$ cat config.mk
export PLATFORM = sky130hd
export DESIGN_NAME = tte_cell
export DESIGN_NICKNAME = d
export VERILOG_FILES = /design/src/hw/rtl/topology_table_with_expiry_top_macros.svh /design/src/hw/rtl/tte_pkg.sv /design/src/hw/rtl/tte_cell.sv
export SDC_FILE = /design/constraint.sdc
export NUM_CORES = 1
export LEC_CHECK = 0
export ABC_AREA = 1
export BUFFER_PORTS_ARGS = -buffer_cell sky130_fd_sc_hd__buf_2
export CAP_MARGIN = 5
export CELL_PAD_IN_SITES_DETAIL_PLACEMENT = 0
export CELL_PAD_IN_SITES_GLOBAL_PLACEMENT = 1
export CORE_MARGIN = 4
export CORE_UTILIZATION = 41
export DETAILED_ROUTE_END_ITERATION = 12
export HOLD_SLACK_MARGIN = 0.08
export PLACE_DENSITY = 0.93
export REMOVE_ABC_BUFFERS = 1
export SYNTH_ARGS = -nofsm -noshare
export SYNTH_HDL_FRONTEND = slang
export SYNTH_SLANG_ARGS = --single-unit
$ cat constraint.sdc
create_clock -name clk -period 7.69 [get_ports clk]
set_clock_uncertainty 0.2 [all_clocks]
set_input_delay 0.3845 -clock clk [delete_from_list [all_inputs] [get_ports clk]]
set_output_delay 0.3845 -clock clk [all_outputs]
set_load 0.1 [all_outputs]
$ cat src/hw/rtl/topology_table_with_expiry_top_macros.svh
// Assertion macros for the topology table.
`ifndef TOPOLOGY_TABLE_WITH_EXPIRY_TOP_MACROS_SVH
`define TOPOLOGY_TABLE_WITH_EXPIRY_TOP_MACROS_SVH

// Same-cycle implication, checked out of reset.
`define TTE_ASSERT_IMPL(label, ante, cons, msg) \
  label: assert property (@(posedge clk) disable iff (rst) (ante) |-> (cons)) \
    else $error(msg);

// Next-cycle implication, checked out of reset.
`define TTE_ASSERT_NEXT(label, ante, cons, msg) \
  label: assert property (@(posedge clk) disable iff (rst) (ante) |=> (cons)) \
    else $error(msg);

`endif

$ cat src/hw/rtl/tte_pkg.sv
// Shared types and codes for the topology table.
package tte_pkg;

  localparam logic [1:0] ACT_ADD    = 2'd0;
  localparam logic [1:0] ACT_REMOVE = 2'd1;
  localparam logic [1:0] ACT_EXPIRE = 2'd2;
  localparam logic [1:0] ACT_LOOKUP = 2'd3;

  localparam logic [2:0] STS_INSERTED  = 3'd0;
  localparam logic [2:0] STS_UPDATED   = 3'd1;
  localparam logic [2:0] STS_KEPT      = 3'd2;
  localparam logic [2:0] STS_REMOVED   = 3'd3;
  localparam logic [2:0] STS_NOT_FOUND = 3'd4;
  localparam logic [2:0] STS_FULL      = 3'd5;
  localparam logic [2:0] STS_EXPIRED   = 3'd6;

  typedef struct packed {
    logic [1:0]  action;
    logic [31:0] dest_addr;
    logic [31:0] last_hop_addr;
    logic [15:0] seq_num;
    logic [31:0] expiry_time;
    logic [31:0] now_time;
  } in_item_t;

  typedef struct packed {
    logic [2:0]  status;
    logic [15:0] found_seq;
    logic [31:0] found_expiry;
    logic [6:0]  expired_count;
    logic [6:0]  occupancy;
  } out_item_t;

  // Flags carried by the token as it walks the chain. In the insert pass,
  // found means a free cell has already been claimed.
  typedef struct packed {
    logic act;
    logic found;
    logic updated;
    logic has_free;
  } tok_flags_t;

  // Command control broadcast to every cell.
  typedef struct packed {
    logic [1:0] op;
    logic       ins;
  } cmd_ctl_t;

endpackage

$ cat src/hw/rtl/tte_cell.sv
// One table entry with its slice of the token chain.
module tte_cell
  import tte_pkg::*;
#(
  parameter int ADDR_BITS = 32,
  parameter int TIME_BITS = 32,
  parameter int CNT_BITS  = 7
) (
  input  logic                 clk,
  input  logic                 rst,
  input  cmd_ctl_t             ctl,
  input  logic [ADDR_BITS-1:0] cmd_dest,
  input  logic [ADDR_BITS-1:0] cmd_last,
  input  logic [15:0]          cmd_seq,
  input  logic [TIME_BITS-1:0] cmd_exp,
  input  logic [TIME_BITS-1:0] cmd_now,
  input  tok_flags_t           tok_in,
  input  logic [15:0]          seq_in,
  input  logic [TIME_BITS-1:0] exp_in,
  input  logic [CNT_BITS-1:0]  gone_in,
  output tok_flags_t           tok_out,
  output logic [15:0]          seq_out,
  output logic [TIME_BITS-1:0] exp_out,
  output logic [CNT_BITS-1:0]  gone_out
);

  logic                 vld;
  logic [ADDR_BITS-1:0] dst;
  logic [ADDR_BITS-1:0] lst;
  logic [15:0]          seq;
  logic [TIME_BITS-1:0] exp;

  logic                 vld_next;
  logic [ADDR_BITS-1:0] dst_next;
  logic [ADDR_BITS-1:0] lst_next;
  logic [15:0]          seq_next;
  logic [TIME_BITS-1:0] exp_next;
  tok_flags_t           tok_next;
  logic [15:0]          seq_out_next;
  logic [TIME_BITS-1:0] exp_out_next;
  logic [CNT_BITS-1:0]  gone_next;
  logic                 key_hit;

  assign key_hit = vld && (dst == cmd_dest) && (lst == cmd_last);

  always_comb begin
    vld_next     = vld;
    dst_next     = dst;
    lst_next     = lst;
    seq_next     = seq;
    exp_next     = exp;
    tok_next     = tok_in;
    seq_out_next = seq_in;
    exp_out_next = exp_in;
    gone_next    = gone_in;
    if (tok_in.act) begin
      if (ctl.op == ACT_EXPIRE) begin
        if (vld && (exp <= cmd_now)) begin
          vld_next  = 1'b0;
          gone_next = gone_in + CNT_BITS'(1);
        end
      end else if (ctl.ins) begin
        if (!tok_in.found && !vld) begin
          vld_next       = 1'b1;
          dst_next       = cmd_dest;
          lst_next       = cmd_last;
          seq_next       = cmd_seq;
          exp_next       = cmd_exp;
          tok_next.found = 1'b1;
        end
      end else begin
        if (!vld) begin
          tok_next.has_free = 1'b1;
        end
        if (key_hit && !tok_in.found) begin
          tok_next.found = 1'b1;
          unique case (ctl.op)
            ACT_ADD: begin
              if (cmd_seq > seq) begin
                seq_next         = cmd_seq;
                exp_next         = cmd_exp;
                tok_next.updated = 1'b1;
                seq_out_next     = cmd_seq;
                exp_out_next     = cmd_exp;
              end else begin
                seq_out_next = seq;
                exp_out_next = exp;
              end
            end
            ACT_REMOVE: begin
              vld_next = 1'b0;
            end
            ACT_LOOKUP: begin
              seq_out_next = seq;
              exp_out_next = exp;
            end
            default: begin
            end
          endcase
        end
      end
    end
  end

  always_ff @(posedge clk) begin
    if (rst) begin
      vld     <= 1'b0;
      tok_out <= '0;
    end else begin
      vld     <= vld_next;
      tok_out <= tok_next;
    end
    dst      <= dst_next;
    lst      <= lst_next;
    seq      <= seq_next;
    exp      <= exp_next;
    seq_out  <= seq_out_next;
    exp_out  <= exp_out_next;
    gone_out <= gone_next;
  end

endmodule

==> results.sh <==
export IMPL_startpoint_type="primary input"
export IMPL_cap_violations=0
export IMPL_synth_most_common_cell="nand2_1"
export IMPL_seq_area_frac_synth_pct=44.8
export IMPL_min_path_type="in2reg"
export IMPL_grt_usage_pct=23.4
export IMPL_arrival_ns=3.86
export IMPL_hpwl_um=21700
export IMPL_route_antenna_remaining_nets=0
export IMPL_hold_slack_ns=0.122
export IMPL_yosysWarnings=0
export IMPL_finalHoldViolations=0
export IMPL_layoutNonFillerInstCount=2156
export IMPL_synthTopCellsByArea="edfxtp_1 33%, nand2_1 14%, dfxtp_1 12%, nor2_1 10%, inv_1 7.9%"
export IMPL_worstMarginPinSlew_ns=1.08
export IMPL_outcome="finished clean"
export IMPL_setup_viol=0
export IMPL_cts_htree_levels=4
export IMPL_path_clk_slew_ns=0.07
export IMPL_drc_errors=0
export IMPL_avgSynthCellArea_sq_um=7.28
export IMPL_grt_pass1_wl_um=50700
export IMPL_yosys_area_top_type="edfxtp_1"
export IMPL_fillers=2208
export IMPL_cts_root_buffer="clkbuf_16"
export IMPL_path_class="in2reg"
export IMPL_syn2layout_area_growth_pct=38.9
export IMPL_worstPathMaxFanout=50
export IMPL_drt_iter0_drc=796
export IMPL_p_total_mw=2.50
export IMPL_nNetsFinal=2079
export IMPL_synth_ff_type="edfxtp_1"
export IMPL_core_area_sq_um=24400
export IMPL_dp_slack_ns=3.91
export IMPL_end_kind="flip-flop"
export IMPL_wl_um=32300
export IMPL_grt_overflow=0
export IMPL_max_freq_mhz=251
export IMPL_cts_tree="built"
export IMPL_grt_max_degree=78
export IMPL_clock_path_buffers=2
export IMPL_fin_area_sq_um=14100
export IMPL_setup_tns_ns=0
export IMPL_detail_route_first_pass_iterations=5
export IMPL_drive_above_1_share_pct=17.5
export IMPL_globalplace_congestion=0.885
export IMPL_yosys_top_cells_count="367 x nand2_1, 270 x nor2_1, 214 x inv_1, 112 x edfxtp_1, 111 x o21ai_0"
export IMPL_syn_instance_count=1398
export IMPL_rsz0062_at_grt="false"
export IMPL_wl_per_cell_um=15.0
export IMPL_vias=10300
export IMPL_post_cts_buffers=0
export IMPL_leakagePower_nw=6.94
export IMPL_die_area_sq_um=27400
export IMPL_die_y_um=166
export IMPL_relSlewSlack_pct=27.9
export IMPL_synth_async_reset_ratio_pct=0
export IMPL_grt_pass1_vias=10500
export IMPL_cts_sink_count=172
export IMPL_insertion_delay_ns=0.44
export IMPL_fin_crit_sh_pct=51.8
export IMPL_portBuffers=266
export IMPL_netlist_area_leader_share_pct=33.0
export IMPL_initial_utilization_pct=41.7
export IMPL_dpl_cell_area_sq_um=11800
export IMPL_fin_util_pct=58.0
export IMPL_critical_path_required_ns=7.56
export IMPL_antenna_found_initial=3
export IMPL_ios=267
export IMPL_die_x_um=166
export IMPL_synth_edf_count=112
export IMPL_fp_row_count=57
export IMPL_fin_ws_ns=3.71
export IMPL_netlist_area_sq_um=10200
export IMPL_dp_cells=1949
export IMPL_vias_per_cell=4.78
export IMPL_cts_resized=0
export IMPL_synth_seq_cells=172
export IMPL_synth_cell_types=29
export IMPL_fin_crit_ns=3.98
export IMPL_postCtsHoldBufs=174
export IMPL_slew_viol_final=0
export IMPL_p_per_area_nw_per_um2=177
export IMPL_numCtsBuffers=17
export IMPL_irDropWorstVdd_uv=116
## critical path, cell delays in order
cell,delay [ns]
dlygate4sd3_1,0.55
buf_2,0.15
inv_1,0.05
nand2_1,0.04
nand2_1,0.05
nand2_1,0.08
nor3_1,0.46
nand2_1,0.14
nor2_1,0.15
nand3_1,0.24
nor2_4,0.13
buf_4,0.50
nand2_1,0.19
a21oi_4,0.15
buf_4,0.55
## kinds of logic (layout without fill, tap and decap cells)
logic type                 Yosys count  after routing  share of synthesized area [%]
AOI/OAI and AO/OA                  148            148                           7.44
xor gates and xnor gates            21             21                           1.81
adders and majority gates           53             53                           6.51
buffers and inverters              260            693                           10.1
DFF                                172            172                           44.8
other                                0              1                              0
and+or+nand+nor                    744            744                           29.3
## flip-flops by register name, indices dropped and copies added, names as in the netlist
| register | flops |
|---|---|
| gone_out | 7 |
| seq_out | 16 |
| exp_out | 32 |
| vld | 1 |
| dst | 32 |
| exp | 32 |
| seq | 16 |
| lst | 32 |
| tok_out | 4 |
## layer usage
metal / global-route usage (%) / vias up / share of wire, %
met5: 0 / - / 0.090
met2: 42.7 / 356 / 50
met3: 6.28 / 63 / 7.6
met4: 8.25 / 4 / 2.6
met1: 26.3 / 4629 / 40
li1: - / 5251 / -
## layout make-up
| type | instances | area, sq um | share of cell area [%] |
|---|---|---|---|
| Sequential cell | 172 | 4560 | 32.3 |
| Multi-Input combinational cell | 966 | 4630 | 32.7 |
| Timing Repair Buffer | 447 | 3130 | 22.1 |
| Clock buffer | 21 | 493 | 3.49 |
| Antenna cell | 1 | 2.50 | 0.0177 |
| Inverter | 214 | 803 | 5.68 |
| Clock inverter | 11 | 116 | 0.823 |
| Tap cell | 324 | 405 | 2.87 |
## final timing paths
path | start | endpoint | slack, ns | cells after the start
hold reg to reg | vld | vld | 0.38 | 2
setup / recovery | cmd_last[16] | seq[5] | 3.71 | 15
setup reg to reg | lst[16] | seq[5] | 3.93 | 13
hold / removal | cmd_exp[24] | exp[24] | 0.12 | 3
## where the power goes
group / switching, mW / internal [mW]
registers: 0.0179 / 1.03
logic: 0.342 / 0.188
clock network: 0.414 / 0.505
## placed cells by master, fill, tap and decap left out, types with 2 or more instances in the layout
master / n
nand4_1: 22
ha_1: 52
xor2_1: 11
dlygate4sd3_1: 174
nor2_4: 3
nor2_1: 268
nand2_1: 366
inv_6: 5
a21oi_1: 28
dfxtp_1: 60
o21ai_0: 111
edfxtp_1: 112
buf_2: 266
inv_8: 2
o21ai_1: 2
inv_1: 213
nand3b_1: 2
or2_2: 9
o21a_1: 3
buf_4: 7
clkbuf_16: 19
nor4_1: 2
nor3_1: 10
nand3_1: 59
xnor2_1: 10
No activity file was read; power rests on OpenSTA's default activity.
